`src/rtl/core/c8x_pkg.sv`:
```
// Shared types and constants for the CHIP-8 execute unit.
`timescale 1ns / 1ps
package c8x_pkg;

    // Storage sizes
    localparam int MEM_BYTES   = 4096;
    localparam int MEM_AW      = $clog2(MEM_BYTES);
    localparam int STACK_DEPTH = 16;
    localparam int STK_AW      = $clog2(STACK_DEPTH);
    localparam int SP_W        = $clog2(STACK_DEPTH + 1);
    localparam int SCREEN_W    = 64;
    localparam int SCREEN_H    = 32;
    localparam int ROW_W       = $clog2(SCREEN_H);
    localparam int QUEUE_DEPTH = 2;

    localparam logic [11:0] PC_RESET   = 12'd512;
    localparam logic [11:0] FONT_RESET = 12'h050;

    // Item functions
    localparam logic [1:0] FUNC_EXEC  = 2'd0;
    localparam logic [1:0] FUNC_MEMWR = 2'd1;
    localparam logic [1:0] FUNC_MEMRD = 2'd2;
    localparam logic [1:0] FUNC_ROWRD = 2'd3;

    // Fault codes
    localparam logic [1:0] FAULT_NONE  = 2'd0;
    localparam logic [1:0] FAULT_OVER  = 2'd1;
    localparam logic [1:0] FAULT_UNDER = 2'd2;

    // Decoded operation class
    typedef enum logic [4:0] {
        K_MEMWR, K_MEMRD, K_ROWRD, K_NOP, K_CLS, K_RET, K_JP, K_CALL,
        K_SE_I, K_SNE_I, K_SE_R, K_SNE_R, K_LD_I, K_ADD_I, K_ALU, K_LDI,
        K_JPV0, K_RND, K_DRW, K_SKP, K_SKNP, K_LDDT, K_WAITK, K_STDT,
        K_STST, K_ADDI, K_FONT, K_BCD, K_STORE, K_LOAD
    } kind_t;

    // Back-end sequencer states
    typedef enum logic [3:0] {
        S_IDLE, S_RX, S_RY, S_EX, S_MRD, S_DRAW_ISSUE, S_DRAW_UPD,
        S_BCD, S_STORE, S_LOAD_ISSUE, S_LOAD_WR, S_FIN
    } state_t;

    // One classified word as it travels through the queue
    typedef struct packed {
        kind_t       kind;
        logic [3:0]  x;
        logic [3:0]  y;
        logic [3:0]  n;
        logic [7:0]  nn;
        logic [11:0] nnn;
        logic [15:0] keys;
        logic [7:0]  rnd;
        logic [7:0]  dly;
        logic [11:0] addr;
        logic [7:0]  wdata;
        logic [4:0]  row;
    } item_t;

    // One result word
    typedef struct packed {
        logic [11:0] pc;
        logic [15:0] index;
        logic [7:0]  read_data;
        logic [63:0] display_row;
        logic        draw;
        logic        dly_v;
        logic [7:0]  dly_val;
        logic        snd_v;
        logic [7:0]  snd_val;
        logic [1:0]  fault;
    } res_t;

endpackage

```
`src/rtl/core/c8x_queue.sv`:
```
// Short queue of classified words between the front and back ends.
`timescale 1ns / 1ps
module c8x_queue (
    input  logic           clk,
    input  logic           rst_n,
    input  logic           push_valid,
    output logic           push_ready,
    input  c8x_pkg::item_t push_item,
    output logic           pop_valid,
    input  logic           pop,
    output c8x_pkg::item_t pop_item
);

    localparam int QAW = $clog2(c8x_pkg::QUEUE_DEPTH);
    localparam int CW  = $clog2(c8x_pkg::QUEUE_DEPTH + 1);

    c8x_pkg::item_t slots_reg [c8x_pkg::QUEUE_DEPTH];
    logic [QAW-1:0] wr_ptr_reg;
    logic [QAW-1:0] wr_ptr_next;
    logic [QAW-1:0] rd_ptr_reg;
    logic [QAW-1:0] rd_ptr_next;
    logic [CW-1:0]  count_reg;
    logic [CW-1:0]  count_next;
    logic           do_push;
    logic           do_pop;

    assign push_ready = (count_reg != CW'(c8x_pkg::QUEUE_DEPTH));
    assign pop_valid  = (count_reg != '0);
    assign do_push    = push_valid && push_ready;
    assign do_pop     = pop && pop_valid;
    assign pop_item   = slots_reg[rd_ptr_reg];

    // Pointer and fill count update
    always_comb
    begin
        wr_ptr_next = wr_ptr_reg;
        rd_ptr_next = rd_ptr_reg;
        count_next  = count_reg;
        if (do_push)
            wr_ptr_next = (wr_ptr_reg == QAW'(c8x_pkg::QUEUE_DEPTH - 1)) ? '0
                                                                        : wr_ptr_reg + 1'b1;
        if (do_pop)
            rd_ptr_next = (rd_ptr_reg == QAW'(c8x_pkg::QUEUE_DEPTH - 1)) ? '0
                                                                        : rd_ptr_reg + 1'b1;
        if (do_push && !do_pop)
            count_next = count_reg + 1'b1;
        else if (do_pop && !do_push)
            count_next = count_reg - 1'b1;
    end

    always_ff @(posedge clk or negedge rst_n)
    begin
        if (!rst_n)
        begin
            wr_ptr_reg <= '0;
            rd_ptr_reg <= '0;
            count_reg  <= '0;
        end
        else
        begin
            wr_ptr_reg <= wr_ptr_next;
            rd_ptr_reg <= rd_ptr_next;
            count_reg  <= count_next;
        end
    end

    // Slot storage
    always_ff @(posedge clk)
    begin
        if (do_push)
            slots_reg[wr_ptr_reg] <= push_item;
    end

endmodule

```
`config.mk`:
```
export PLATFORM = sky130hd
export DESIGN_NAME = c8x_queue
export DESIGN_NICKNAME = d
export VERILOG_FILES = /design/src/rtl/core/c8x_pkg.sv /design/src/rtl/core/c8x_queue.sv
export SDC_FILE = /design/constraint.sdc
export NUM_CORES = 1
export LEC_CHECK = 0
export BUFFER_PORTS_ARGS = -buffer_cell sky130_fd_sc_hd__buf_2
export CORE_AREA = 2 2 141 143
export CTS_BUF_LIST = sky130_fd_sc_hd__clkbuf_4 sky130_fd_sc_hd__clkbuf_8
export DETAILED_ROUTE_END_ITERATION = 12
export DIE_AREA = 0 0 143 145
export HOLD_SLACK_MARGIN = 0.15
export PLACE_DENSITY = 0.56
export REMOVE_ABC_BUFFERS = 1
export SETUP_SLACK_MARGIN = 0.3
export SKIP_CTS_REPAIR_TIMING = 1
export SYNTH_ARGS = -nofsm -noshare
export SYNTH_HDL_FRONTEND = slang
export SYNTH_SLANG_ARGS = --single-unit
```
`constraint.sdc`:
```
create_clock -name clk -period 6.4 [get_ports clk]
set_input_delay 1.28 -clock clk [delete_from_list [all_inputs] [get_ports clk]]
set_output_delay 1.28 -clock clk [all_outputs]
set_load 0.02 [all_outputs]
```
# After elaboration in Yosys (flattened, before gate mapping)
# Memory sizes are Yosys's and may differ from the RTL's.
# Index checks and enable logic that the tools add are counted.
# W data, S select, Z words.
# totals
latchBits	0
out_inout_bits	96
rom_bits	0
word_cells	23
memories	1
mem_bits_rw	188
register_bits	4
# memory_table
memory	words	width	rd	rd_clocked_by_memory_dff	wr	line	text
slots_reg	2	94	1	0	1	c8x_queue.sv:17	c8x_pkg::item_t slots_reg [c8x_pkg::QUEUE_DEPTH];
# classes
add_sub_neg	4
div	0
eq_ne	1
magnitude_cmp	0
mul	0
shifts	0
n_mux	6
reduce_logical	8
bitwise_logic	0
# ops
cell	n
$logic_and A1 B1 Y1	4
$mux W1	4
$mux W2	2
$reduce_bool A2 Y1	2
$add A1 B1 Y1 const B	2
$add A2 B1 Y2 const B	1
$logic_not A1 Y1	2
$ne A2 B2 Y1 const B	1
$sub A2 B1 Y2 const B	1

# Logic depth before layout (Yosys ltp)
# depth
word_depth	6
depth_mapped	7

# Worst setup path before layout
# Ideal clock, no wire load.
# synth_timing
path_kind	input-to-reg
start	in push_valid
end	mem slots_reg[0][0] in the netlist's numbering (enable)
arrival_time_ns	5.291
cell_stages	2
path_slack_ns	0.561
setup_ns	0.548
n_path_buf	0
cell_sequence	nand2_1 -> nor2_1
# synth_between
elab_chain_len	3
# synth_rtl
item	line	text
start, declared	c8x_queue.sv:6	input logic push_valid,
$logic_and A1 B1 Y1	c8x_queue.sv:29	assign do_push = push_valid && push_ready;
$mux W1	c8x_queue.sv:70	if (do_push)
$mux W1 (implied by the code)	c8x_queue.sv:71	slots_reg[wr_ptr_reg] <= push_item;
end, declared	c8x_queue.sv:17	
# Every way passes these cells.

==> results.json <==
{
  "status": "completed",
  "synthesis.area_um2": 7190,
  "fin_nets": 615,
  "slew_headroom_pct": 24.2,
  "insertion_delay_ns": 0.46,
  "worstPathArrival_ns": 2.10,
  "viasPerCell": 4.43,
  "clk_path_buf_depth": 2,
  "finalInstanceArea_um2": 8800,
  "hold_path.class": "reg -> reg",
  "grt_antenna_before_repair": 2,
  "power_density_nw_per_um2": 454,
  "fin_crit_ns": 3.38,
  "cap_violations": 0,
  "routed_wl_um": 12900,
  "die_h_um": 145,
  "holdWs_ns": 0.530,
  "worst_slew_pin_slew_ns": 1.13,
  "startpoint_type": "flip-flop",
  "initial_core_util_pct": 37.4,
  "grt_pass1_vias": 3690,
  "fin_cells": 794,
  "power.leakage_nw": 3.39,
  "ir_drop_mv": 0.594,
  "portBuffers": 193,
  "synthesis.instances": 311,
  "die_w_um": 143,
  "drc": 0,
  "synth_cell_types": 16,
  "avgSynthCellArea_um2": 23.1,
  "rsz0062_at_grt": "false",
  "cts_tree": "built",
  "first_pass_iters": 5,
  "power_mw": 4.00,
  "required_ns": 5.12,
  "fin_skew_ns": 0.0120,
  "drive_gt1_share_pct": 61.6,
  "seq_area_frac_synth_pct": 79.9,
  "ys_ff_latch": 192,
  "cts_sinks": 192,
  "worst_slack_ns": 3.02,
  "diodes": 0,
  "grt_pass1_wl_um": 19800,
  "gp_congestion": 0.690,
  "drt-wirelength-per-cell_um": 16.3,
  "slew_viol_final": 0,
  "placed_area_um2": 8440,
  "io_pins": 194,
  "drtIter0Drc": 232,
  "setup_tns_ns": 0,
  "die_area_um2": 20700,
  "cts-root-buf": "clkbuf_8",
  "ant_nets": 0,
  "numCtsBuffers": 17,
  "rows": 51,
  "h-tree-depth": 4,
  "period_share_pct": 52.8,
  "crit_fanout": 49,
  "fmax_ghz": 0.296,
  "syn2layout_area_growth_pct": 22.5,
  "dp_hpwl_um": 8450,
  "grt_usage_pct": 12.6,
  "place_ws_ns": 3.12,
  "final_util_pct": 45.8,
  "grt_max_degree": 59,
  "largest_reg_flops": 188,
  "hold_viol": 0,
  "path_class": "reg -> out",
  "placed_cells": 762,
  "endpoint_kind": "output port",
  "vias": 3514,
  "final-setup-viol-count": 0,
  "core_um2": 19200,
  "ys_warn_count": 0,
  "clkTransAtPathRegs_ns": 0.09,
  "grt_overflow": 0
}
final timing paths:
path,endpoint,slack [ns],start,depth (start not counted)
max,pop_item[76],3.02,rd_ptr_reg$_DFFE_PN0P_,3
min,count_reg[1]$_DFFE_PN0P_,0.53,count_reg[1]$_DFFE_PN0P_,1
max reg2reg,slots_reg[0][59]$_DFFE_PP_,3.89,count_reg[0]$_DFFE_PN0P_,4
min reg2reg,count_reg[1]$_DFFE_PN0P_,0.53,count_reg[1]$_DFFE_PN0P_,1
max in group asynchronous,rd_ptr_reg$_DFFE_PN0P_,5.64,rst_n,1
min in group asynchronous,wr_ptr_reg$_DFFE_PN0P_,0.61,rst_n,1
synth_stat cells:
cell type / instances / area [µm²]
or2_2: 1 / 6.26
ha_1: 1 / 12.5
inv_1: 1 / 3.75
nand2b_1: 1 / 6.26
dfrtp_1: 4 / 100
xnor2_1: 3 / 26.3
buf_2: 4 / 20.0
nand2_1: 2 / 7.51
and3_1: 1 / 6.26
buf_6: 6 / 67.6
mux2_4: 50 / 751
edfxtp_1: 188 / 5650
mux2_2: 44 / 495
xor2_1: 2 / 17.5
nor2_1: 2 / 7.51
buf_8: 1 / 15.0
where the power goes:
part           leakage (nW)  internal [mW]  switching, mW
combinational          1.41          0.615          0.875
clock                 0.182          0.280          0.444
sequential             1.79           1.72         0.0659
total                  3.39           2.61           1.39
cells by family (layout without fill, tap and decap cells):
family                     count (synthesis)  in the layout  synth area share [%]
DFF                                      192            192                  79.9
muxes                                     94             94                  17.3
buffers and inverters                     12            230                  1.48
and+or+nand+nor                            7              7                 0.470
adders and majority gates                  1              1                 0.174
xor gates and xnor gates                   5              5                 0.609
cell type report:
| cell class | instances | area (µm²) |
|---|---|---|
| Clock buffer | 17 | 234 |
| Fill cell | 1709 | 10400 |
| Timing Repair Buffer | 197 | 1010 |
| Inverter | 1 | 3.75 |
| Multi-Input combinational cell | 107 | 1350 |
| Sequential cell | 192 | 5750 |
| Clock inverter | 15 | 126 |
| Tap cell | 265 | 332 |
critical path: stages (launching register included):
cell and delay (ns):
dfrtp_4 0.41, buf_4 0.62, mux2_2 0.42, buf_2 0.16
routing by layer:
layer	GRT usage, %	wire length, µm	vias to the layer above
li1	-	-	1639
met1	15.2	5400	1721
met2	20.1	6240	128
met3	5.08	1070	22
met4	5.25	212	4
met5	0	27	-
cells in the final DEF, fill, tap and decap left out, types with 2 or more instances in the layout:
| cell | netlist | final |
|---|---|---|
| buf_2 | 4 | 193 |
| buf_4 | 0 | 3 |
| clkbuf_8 | 0 | 17 |
| clkinv_2 | 0 | 2 |
| clkinv_4 | 0 | 4 |
| clkinvlp_4 | 0 | 2 |
| dfrtp_1 | 4 | 3 |
| edfxtp_1 | 188 | 188 |
| inv_6 | 0 | 2 |
| inv_8 | 0 | 4 |
| mux2_2 | 44 | 44 |
| mux2_4 | 50 | 50 |
| nand2_1 | 2 | 2 |
| xnor2_1 | 3 | 3 |
| xor2_1 | 2 | 2 |
No activity file was read; power rests on OpenSTA's default activity.
