$ cat src/rtl/core/c8x_pkg.sv
// Shared types and constants for the CHIP-8 execute unit.
`timescale 1ns / 1ps
package c8x_pkg;

    // Storage sizes
    localparam int MEM_BYTES   = 4096;
    localparam int MEM_AW      = $clog2(MEM_BYTES);
    localparam int STACK_DEPTH = 16;
    localparam int STK_AW      = $clog2(STACK_DEPTH);
    localparam int SP_W        = $clog2(STACK_DEPTH + 1);
    localparam int SCREEN_W    = 64;
    localparam int SCREEN_H    = 32;
    localparam int ROW_W       = $clog2(SCREEN_H);
    localparam int QUEUE_DEPTH = 2;

    localparam logic [11:0] PC_RESET   = 12'd512;
    localparam logic [11:0] FONT_RESET = 12'h050;

    // Item functions
    localparam logic [1:0] FUNC_EXEC  = 2'd0;
    localparam logic [1:0] FUNC_MEMWR = 2'd1;
    localparam logic [1:0] FUNC_MEMRD = 2'd2;
    localparam logic [1:0] FUNC_ROWRD = 2'd3;

    // Fault codes
    localparam logic [1:0] FAULT_NONE  = 2'd0;
    localparam logic [1:0] FAULT_OVER  = 2'd1;
    localparam logic [1:0] FAULT_UNDER = 2'd2;

    // Decoded operation class
    typedef enum logic [4:0] {
        K_MEMWR, K_MEMRD, K_ROWRD, K_NOP, K_CLS, K_RET, K_JP, K_CALL,
        K_SE_I, K_SNE_I, K_SE_R, K_SNE_R, K_LD_I, K_ADD_I, K_ALU, K_LDI,
        K_JPV0, K_RND, K_DRW, K_SKP, K_SKNP, K_LDDT, K_WAITK, K_STDT,
        K_STST, K_ADDI, K_FONT, K_BCD, K_STORE, K_LOAD
    } kind_t;

    // Back-end sequencer states
    typedef enum logic [3:0] {
        S_IDLE, S_RX, S_RY, S_EX, S_MRD, S_DRAW_ISSUE, S_DRAW_UPD,
        S_BCD, S_STORE, S_LOAD_ISSUE, S_LOAD_WR, S_FIN
    } state_t;

    // One classified word as it travels through the queue
    typedef struct packed {
        kind_t       kind;
        logic [3:0]  x;
        logic [3:0]  y;
        logic [3:0]  n;
        logic [7:0]  nn;
        logic [11:0] nnn;
        logic [15:0] keys;
        logic [7:0]  rnd;
        logic [7:0]  dly;
        logic [11:0] addr;
        logic [7:0]  wdata;
        logic [4:0]  row;
    } item_t;

    // One result word
    typedef struct packed {
        logic [11:0] pc;
        logic [15:0] index;
        logic [7:0]  read_data;
        logic [63:0] display_row;
        logic        draw;
        logic        dly_v;
        logic [7:0]  dly_val;
        logic        snd_v;
        logic [7:0]  snd_val;
        logic [1:0]  fault;
    } res_t;

endpackage

$ cat src/rtl/core/c8x_front.sv
// Front end: registers incoming words and classifies the opcode.
`timescale 1ns / 1ps
module c8x_front (
    input  logic              clk,
    input  logic              rst_n,
    input  logic              in_valid,
    output logic              in_ready,
    input  logic [1:0]        func,
    input  logic [15:0]       opcode,
    input  logic [15:0]       keys_down,
    input  logic [7:0]        random_byte,
    input  logic [7:0]        delay_value,
    input  logic [11:0]       mem_address,
    input  logic [7:0]        write_data,
    input  logic [4:0]        row_select,
    output logic              ent_valid,
    input  logic              ent_ready,
    output c8x_pkg::item_t    ent
);

    localparam logic [15:0] OP_CLS  = 16'h00E0;
    localparam logic [15:0] OP_RET  = 16'h00EE;
    localparam logic [7:0]  NN_SKP  = 8'h9E;
    localparam logic [7:0]  NN_SKNP = 8'hA1;
    localparam logic [7:0]  NN_LDDT = 8'h07;
    localparam logic [7:0]  NN_WAIT = 8'h0A;
    localparam logic [7:0]  NN_STDT = 8'h15;
    localparam logic [7:0]  NN_STST = 8'h18;
    localparam logic [7:0]  NN_ADDI = 8'h1E;
    localparam logic [7:0]  NN_FONT = 8'h29;
    localparam logic [7:0]  NN_BCD  = 8'h33;
    localparam logic [7:0]  NN_STOR = 8'h55;
    localparam logic [7:0]  NN_LOAD = 8'h65;

    logic           stage_valid_reg;
    logic           stage_valid_next;
    c8x_pkg::item_t stage_reg;
    c8x_pkg::item_t stage_next;
    c8x_pkg::kind_t kind;
    logic           accept;

    // Opcode classification
    always_comb
    begin
        kind = c8x_pkg::K_NOP;
        unique case (func)
            c8x_pkg::FUNC_MEMWR: kind = c8x_pkg::K_MEMWR;
            c8x_pkg::FUNC_MEMRD: kind = c8x_pkg::K_MEMRD;
            c8x_pkg::FUNC_ROWRD: kind = c8x_pkg::K_ROWRD;
            default:
            begin
                unique case (opcode[15:12])
                    4'h0:
                    begin
                        if (opcode == OP_CLS)
                            kind = c8x_pkg::K_CLS;
                        else if (opcode == OP_RET)
                            kind = c8x_pkg::K_RET;
                        else
                            kind = c8x_pkg::K_NOP;
                    end
                    4'h1: kind = c8x_pkg::K_JP;
                    4'h2: kind = c8x_pkg::K_CALL;
                    4'h3: kind = c8x_pkg::K_SE_I;
                    4'h4: kind = c8x_pkg::K_SNE_I;
                    4'h5: kind = c8x_pkg::K_SE_R;
                    4'h6: kind = c8x_pkg::K_LD_I;
                    4'h7: kind = c8x_pkg::K_ADD_I;
                    4'h8: kind = c8x_pkg::K_ALU;
                    4'h9: kind = c8x_pkg::K_SNE_R;
                    4'hA: kind = c8x_pkg::K_LDI;
                    4'hB: kind = c8x_pkg::K_JPV0;
                    4'hC: kind = c8x_pkg::K_RND;
                    4'hD: kind = c8x_pkg::K_DRW;
                    4'hE:
                    begin
                        if (opcode[7:0] == NN_SKP)
                            kind = c8x_pkg::K_SKP;
                        else if (opcode[7:0] == NN_SKNP)
                            kind = c8x_pkg::K_SKNP;
                        else
                            kind = c8x_pkg::K_NOP;
                    end
                    default:
                    begin
                        priority case (opcode[7:0])
                            NN_LDDT: kind = c8x_pkg::K_LDDT;
                            NN_WAIT: kind = c8x_pkg::K_WAITK;
                            NN_STDT: kind = c8x_pkg::K_STDT;
                            NN_STST: kind = c8x_pkg::K_STST;
                            NN_ADDI: kind = c8x_pkg::K_ADDI;
                            NN_FONT: kind = c8x_pkg::K_FONT;
                            NN_BCD:  kind = c8x_pkg::K_BCD;
                            NN_STOR: kind = c8x_pkg::K_STORE;
                            NN_LOAD: kind = c8x_pkg::K_LOAD;
                            default: kind = c8x_pkg::K_NOP;
                        endcase
                    end
                endcase
            end
        endcase
    end

    // Single holding stage in front of the queue
    assign in_ready = !stage_valid_reg || ent_ready;
    assign accept   = in_valid && in_ready;

    always_comb
    begin
        stage_next       = stage_reg;
        stage_valid_next = stage_valid_reg && !ent_ready;
        if (accept)
        begin
            stage_valid_next  = 1'b1;
            stage_next.kind   = kind;
            stage_next.x      = opcode[11:8];
            stage_next.y      = opcode[7:4];
            stage_next.n      = opcode[3:0];
            stage_next.nn     = opcode[7:0];
            stage_next.nnn    = opcode[11:0];
            stage_next.keys   = keys_down;
            stage_next.rnd    = random_byte;
            stage_next.dly    = delay_value;
            stage_next.addr   = mem_address;
            stage_next.wdata  = write_data;
            stage_next.row    = row_select;
        end
    end

    always_ff @(posedge clk or negedge rst_n)
    begin
        if (!rst_n)
            stage_valid_reg <= 1'b0;
        else
            stage_valid_reg <= stage_valid_next;
    end

    always_ff @(posedge clk)
    begin
        stage_reg <= stage_next;
    end

    assign ent_valid = stage_valid_reg;
    assign ent       = stage_reg;

endmodule

$ cat config.mk
export PLATFORM = sky130hd
export DESIGN_NAME = c8x_front
export DESIGN_NICKNAME = d
export VERILOG_FILES = /design/src/rtl/core/c8x_pkg.sv /design/src/rtl/core/c8x_front.sv
export SDC_FILE = /design/constraint.sdc
export NUM_CORES = 1
export LEC_CHECK = 0
export BUFFER_PORTS_ARGS = -buffer_cell sky130_fd_sc_hd__buf_4
export CAP_MARGIN = 30
export CORE_UTILIZATION = 47
export CTS_CLUSTER_SIZE = 10
export DETAILED_ROUTE_END_ITERATION = 10
export PLACE_DENSITY = 0.84
export SLEW_MARGIN = 20
export SYNTH_ARGS = -nofsm -noshare
export SYNTH_HDL_FRONTEND = slang
export SYNTH_SLANG_ARGS = --single-unit
$ cat constraint.sdc
create_clock -name clk -period 5.7 [get_ports clk]
set_input_delay 1.14 -clock clk [delete_from_list [all_inputs] [get_ports clk]]
set_output_delay 1.14 -clock clk [all_outputs]
set_load 0.02 [all_outputs]
## After elaboration in Yosys (flattened, before gate mapping)

Index checks and enable logic that the tools add are counted.

| word-level totals | value |
|---|---|
| register bits after elaboration | 95 |
| input bits | 79 |

| cells by class | value |
|---|---|
| multiplexer cells | 8 |
| equal/unequal tests | 30 |
| reductions and logical operators | 6 |

Operators with widths:

| kind | number |
|---|---|
| case mux 5 bit (15 select lines) | 1 |
| case mux 5 bit (9 select lines) | 1 |
| == test 16 x 8 -> 1 bit (second input constant) | 2 |
| == test 4 bit (second input constant) | 7 |
| == test 8 x 5 -> 1 bit (second input constant) | 3 |
| == test 4 x 3 -> 1 bit (second input constant) | 4 |
| == test 8 x 6 -> 1 bit (second input constant) | 2 |
| == test 8 x 7 -> 1 bit (second input constant) | 2 |
| == test 8 bit (second input constant) | 2 |
| case mux 5 bit (3 select lines) | 1 |
| 2-to-1 mux 5 bit | 2 |
| == test 4 x 2 -> 1 bit (second input constant) | 2 |
| == test 8 x 3 -> 1 bit (second input constant) | 1 |
| == test 8 x 4 -> 1 bit (second input constant) | 1 |
| 2-to-1 mux 3 bit | 2 |
| == test 2 bit (second input constant) | 2 |
| == test 4 x 1 -> 1 bit (second input constant) | 1 |
| zero test 4 bit | 1 |
| == test 2 x 1 -> 1 bit (second input constant) | 1 |
| logical AND 1 bit | 2 |
| zero test 1 bit | 2 |
| logical OR 1 bit | 1 |
| 2-to-1 mux 1 bit | 1 |

## Longest topological paths before layout

Gate-level depths: netlist (run 1).

| logic depth | value |
|---|---|
| word-level depth | 5 |
| depth in mapped cells | 6 |

## Least setup slack after synthesis (run 1)

Ideal clock, no wire load.

| path | value |
|---|---|
| path kind | in2reg |
| from | input ent_ready |
| to | register stage_reg (netlist bit ent[0]), enable pin |
| setup slack | 2088 ps |
| stages on the path | 2 |
| arrival time | 3172 ps |
| cells stage by stage | nand2b_1 -> and2_1 |

| between the ends | value |
|---|---|
| word-level cells in the longest chain between the ends | 2 |

RTL lines:

| element | line | source |
|---|---|---|
| start, declared | c8x_front.sv:17 | `input logic ent_ready,` |
| logical OR 1 bit | c8x_front.sv:105 | `assign in_ready = !stage_valid_reg \|\| ent_ready;` |
| logical AND 1 bit | c8x_front.sv:106 | `assign accept = in_valid && in_ready;` |
| via accept | c8x_front.sv:40 | `logic accept;` |
| end signal, assigned | c8x_front.sv:140 | `stage_reg <= stage_next;` |
| end, declared | c8x_front.sv:37 | `c8x_pkg::item_t stage_reg;` |

The timed path passes the listed nets, and every way through them passes these cells.
A chain may end at the register's enable or synchronous reset.

## Worst setup path in the final report (run 1)

| path | value |
|---|---|
| from | input ent_ready |
| to | output in_ready |

| between the ends | value |
|---|---|
| word-level cells in the longest chain between the ends | 1 |

RTL lines:

| element | line | source |
|---|---|---|
| logical OR 1 bit | c8x_front.sv:105 |  |
| end, declared | c8x_front.sv:7 | `output logic in_ready,` |

No other way between the ends.

==> metrics, run 1 <==
status=completed; critical path, cell by cell=buf_4 > nand2b_1 > buf_4; Tightest Pin Transition=between 0.9 and 1 ns; post-CTS setup buffers=0; Max Cap Viol=0; Async SR Flop Fraction=0.0133; critical path launch point type=input pin; Clock Pin Slew Worst Setup and Hold Paths=0.07 ns; HPWL after detailed placement=roughly 6000 um; core area=6390 um2; total track usage=0.231; CTS buffer count=9; fin cells=436; slowest stage delay, CP=roughly 0.17 ns; net count after synthesis=279; Clk Latency, worst-skew pair=around 0.33 ns; P_leak=~1.9 nW; commonest cells after routing, fill and taps aside=174 x buf_4, 74 x edfxtp_1, 10 x nand2_1, 9 x clkbuf_8, 8 x a21oi_1; CP endpoint kind=primary output; Peak VDD IR=between 0.0002 and 0.00025 V; Nets=around 430; crit path max fanout=3; Crit-path slowest cell=nand2b_1; post-CTS sizing=0; row count=29; Post-synth EDFFs=74; CTS Root Cell=clkbuf_8; Die Wd=between 80 and 90 um; Clock Skew=about 0.0086 ns; R2R depth=2; final setup violation count=0; Synth Flop Type=edfxtp_1; crit share post-route=0.478; HP Class=input pin to asynchronous set/reset pin; per-cell routed wire length=between 15 and 20 um; initial drt markers=about 160; DIE AREA=6960 um2; dpl cells=between 400 and 500; Fill cells=438; diode count=0; initial antenna violation count=0; GPL Wtd Cong=roughly 0.93; post-synthesis register bit count=75; vias in the first global route=2266; clk sinks=75; CTS tree=yes; Critical Path Most Common Cell=buf_4; reg2reg setup slack=between 4 and 5 ns; via/cell ratio=around 5.2; final total power=around 1.3 mW; worst r2r src=ent_valid$_DFF_PN0_; drt pass-1 iters=4; cts hold-fix bufs=0; crit path kind=input pin to primary output; Initial Util=0.488; P per Cell Area=between 200 and 300 nW/um2; commonest non-fill, non-tap cell in the layout=buf_4; layout cell share with drive strength beyond 1=0.554; DRC violations left=0; Hold Fails Final Rpt=0; sequential fraction of the synthesis area=0.722; via count=2270; IO Pins=~180; Synth Instances=200; post-synth cell types=50; Synth Cell Area=3110 um2; Worst EP arrival=1.58 ns; setup tns final=0 ns; Synth Warn #=0; RSZ-0062 raised after global routing=false; H-tree depth=3; largest net degree at the start of global routing=75; Die Y-Extent=between 80 and 90 um; final hold slack=between 0.5 and 0.6 ns; post-route minimum period=roughly 2.7 ns; Synth Area per Inst=about 16 um2; GRT overflow=0; Worst slew margin=0.376; PortBufs=174; WP data required=between 4 and 5 ns; DRT Wirelength=about 7800 um; Syn-to-layout area delta=44.4%; first-pass GRT wire length=12000 um; WP buf/inv=2; Routed Antenna Nets=0; RR Endpoint=ent[30]$_DFFE_PP_; f_max=around 370 MHz; Slew Viols, Final=0; CP top delay family=buffers and inverters; CTS Buffer Depth=2
registers in the layout (all words and copies together) (netlist names):
register   flops
ent           74
ent_valid      1
power by group:
group	leakage (nW)	internal [mW]	switching, mW
combinational	1.04	0.0901	0.107
sequential	0.717	0.643	0.0107
clock	0.105	0.246	0.185
total	1.87	0.979	0.303
cells by family (layout without fill, tap and decap cells):
family	Yosys count	after routing	share of synthesized area
buf+inv	32	191	0.0751
compound gates	27	27	0.0675
xor+xnor	1	1	0.00281
flops	75	75	0.722
simple gates	65	65	0.133
synth_stat cells (2+ instances only):
cell type | number | area, um2
buf_4 | 23 | 173
edfxtp_1 | 74 | 2220
and2_1 | 2 | 12.5
nor2b_1 | 2 | 12.5
nand3_1 | 5 | 25.0
nor3_1 | 7 | 35.0
nor2_1 | 7 | 26.3
a311o_1 | 2 | 20.0
nand2b_1 | 5 | 31.3
nor3b_1 | 2 | 15.0
nand4_1 | 6 | 37.5
and4b_1 | 2 | 20.0
and3b_1 | 3 | 26.3
nand3b_1 | 2 | 15.0
a41oi_1 | 2 | 17.5
clkbuf_1 | 4 | 15.0
buf_6 | 2 | 22.5
a31oi_1 | 2 | 12.5
nand2_1 | 10 | 37.5
a21oi_1 | 8 | 40.0
metrics by stage:
step / utilization / worst slack (ns) / instance area (um2)
finish: 0.704 / 2.98 / 4500
global route: 0.704 / 2.95 / 4500
CTS: 0.704 / 2.98 / 4500
detailed placement: 0.672 / 2.98 / 4290
global placement: 0.672 / 2.99 / 4290
floorplan: - / 2.09 / 3110
layout make-up:
cell class              instances  area, um2  area share
clock buffers                  11        131      0.0292
clock inverters                 5       77.6      0.0172
inverters                       1       3.75    0.000834
multi-input cells              93        636       0.141
flip-flops and latches         75       2250       0.500
well taps                      77       96.3      0.0214
repair buffers                174       1310       0.290
worst max path at each step:
stage	startpoint	to	slack [ns]	depth (start not counted)
after floorplan	ent_ready	ent[0]$_DFFE_PP_	2.09	2
after global placement	ent_ready	in_ready	2.99	3
after detailed placement	ent_ready	in_ready	2.98	3
after CTS	ent_ready	in_ready	2.98	3
after global routing	ent_ready	in_ready	2.95	3
final	ent_ready	in_ready	2.98	3
routing by layer:
layer | wire length, um | vias to the layer above | share of wire | GRT usage
met2 | 4180 | 131 | 0.53 | 0.398
met1 | 2790 | 1056 | 0.36 | 0.256
li1 | - | 1061 | - | -
met5 | 0 | - | 0 | 0
met4 | 238 | 0 | 0.030 | 0.121
met3 | 610 | 22 | 0.078 | 0.0696
(Power assumes the default switching activity.)
==> inputs of run 2 (changes only) <==
Settings changed: CORE_UTILIZATION 47 to 44, PLACE_DENSITY 0.84 to 0.8.
Clock period 5.7 ns to 2.6 ns, I/O delays scaled along.
==> run 2 against run 1 <==
Worst setup slack lost 2.0 ns. Global-route usage decreased by 2.4 points. Clock-buffer cell count down 1. Clock skew increased by 0.0019 ns. Sequential cell count unchanged. Die area rose by 6.7%. Non-clock buffer count is 4 higher. Clock power is 99% higher. Sequential power rose by 120%. Hold slack worse by 0.21 ns. Critical path type is now input pin to register.
==> metrics, run 2 (synthesis gave the netlist of run 1 again) <==
status=completed; Critical Path Most Common Cell=nor3_1; DRC violations left=0; CTS tree=yes; Hold Fails Final Rpt=0; RSZ-0062 raised after global routing=false; critical path launch point type=input pin; via count=2271; CP top delay family=simple AND/OR/NAND/NOR gates; reg2reg setup slack=roughly 1.1 ns; Nets=437; CTS Buffer Depth=2; P per Cell Area=about 600 nW/um2; CTS Root Cell=clkbuf_8; setup tns final=0 ns; DRT Wirelength=7860 um; initial antenna violation count=0; WP data required=roughly 2.7 ns; crit path kind=input pin to register; diode count=0; crit path max fanout=14; total track usage=0.206; Die Y-Extent=86.1 um; GRT overflow=0; Largest register FFs=between 70 and 80; Routed Antenna Nets=0; Clock Skew=~0.011 ns; commonest non-fill, non-tap cell in the layout=buf_4; Clk Latency, worst-skew pair=between 0.3 and 0.4 ns; HP Class=input pin to register; Syn-to-layout area delta=46.2%; Initial Util=0.456; post-route minimum period=between 1.5 and 2 ns; final setup violation count=0; crit share post-route=0.632; slowest stage delay, CP=approximately 0.34 ns; IO Pins=between 150 and 200; Tightest Pin Transition=between 0.4 and 0.5 ns; Slew Viols, Final=0; Peak VDD IR=0.000220 V; WP buf/inv=1; fin cells=between 400 and 500; HPWL after detailed placement=approximately 6000 um; dpl cells=around 440; DIE AREA=7420 um2; via/cell ratio=~4.9; per-cell routed wire length=about 17 um; P_leak=1.88 nW; Die Wd=~86 um; CTS buffer count=9; largest net degree at the start of global routing=35; Crit-path slowest cell=o311a_1; clk sinks=75; core area=~6800 um2; CP endpoint kind=register; drt pass-1 iters=4; Clock Pin Slew Worst Setup and Hold Paths=~0.08 ns; GPL Wtd Cong=between 0.9 and 1; f_max=between 600 and 700 MHz; final hold slack=~0.35 ns; post-CTS sizing=0; row count=30; Max Cap Viol=0; critical path, cell by cell=buf_4 > nor4b_2 > a211oi_2 > o311a_1 > nor3_1 > nor3_1; initial drt markers=~140; first-pass GRT wire length=between 10000 and 15000 um; Worst EP arrival=1.73 ns; vias in the first global route=about 2100; Worst slew margin=0.690; commonest cells after routing, fill and taps aside=176 x buf_4, 74 x edfxtp_1, 10 x nand2_1, 9 x clkbuf_8, 8 x a21oi_1; PortBufs=around 170; layout cell share with drive strength beyond 1=0.559; H-tree depth=3; Fill cells=505
==> run 2: cell types whose count changed in the layout (fill, tap and decap cells not counted), sizes merged <==
cell	before	now
buf	174	177
dlygate4sd3	0	1
bufinv	2	1
clkbuf	11	10
clkinvlp	0	2
==> run 2: layout make-up <==
cell class	count	area (um2)	area share
Clock buffer	10	128	0.0280
Clock inverter	6	66.3	0.0146
Inverter	1	3.75	0.000825
Multi-Input combinational cell	93	636	0.140
Sequential cell	75	2250	0.494
Tap cell	96	120	0.0264
Timing Repair Buffer	178	1350	0.297
==> run 2: where the power goes <==
group	leakage [nW]	total, mW	internal (mW)	switching (mW)
combinational	1.07	0.443	0.205	0.238
sequential	0.717	1.43	1.41	0.0234
clock	0.0901	0.856	0.443	0.413
==> run 2: per-layer routing <==
layer / track usage / share of wire / wire, um
met5: 0 / 0 / 0
met4: 0.0712 / 0.011 / 83
met2: 0.392 / 0.57 / 4470
met1: 0.213 / 0.35 / 2760
met3: 0.0616 / 0.069 / 545
==> run 2: metrics by stage <==
stage                     area (um2)  total power, mW  worst slack (ns)  utilization
after detailed placement        4350             1.90             0.606        0.636
after floorplan                 3120             1.68             0.410            -
after CTS                       4550             2.75             0.966        0.666
final                           4550             2.73             0.956        0.666
after global routing            4550             2.82             0.846        0.666
after global placement          4350             1.89             0.616        0.636
==> run 2: repair_timing <==
action | 4_1_cts | 5_1_grt
buffers inserted | 0 | 0
hold buffers | 1 | 0
hold endpoints to repair | 1 | 0
endpoints found under the setup margin | 0 | 0
==> run 2: path summary, 6_finish.rpt <==
| path | cells after the start | end | from |
|---|---|---|---|
| max in group asynchronous | 2 | ent_valid$_DFF_PN0_ | rst_n |
| worst max-delay path | 6 | ent[90]$_DFFE_PP_ | opcode[4] |
| worst min register to register | 2 | ent_valid$_DFF_PN0_ | ent_valid$_DFF_PN0_ |
| worst min-delay path | 1 | ent[6]$_DFFE_PP_ | write_data[1] |
| min in group asynchronous | 2 | ent_valid$_DFF_PN0_ | rst_n |
| worst max register to register | 3 | ent[53]$_DFFE_PP_ | ent_valid$_DFF_PN0_ |
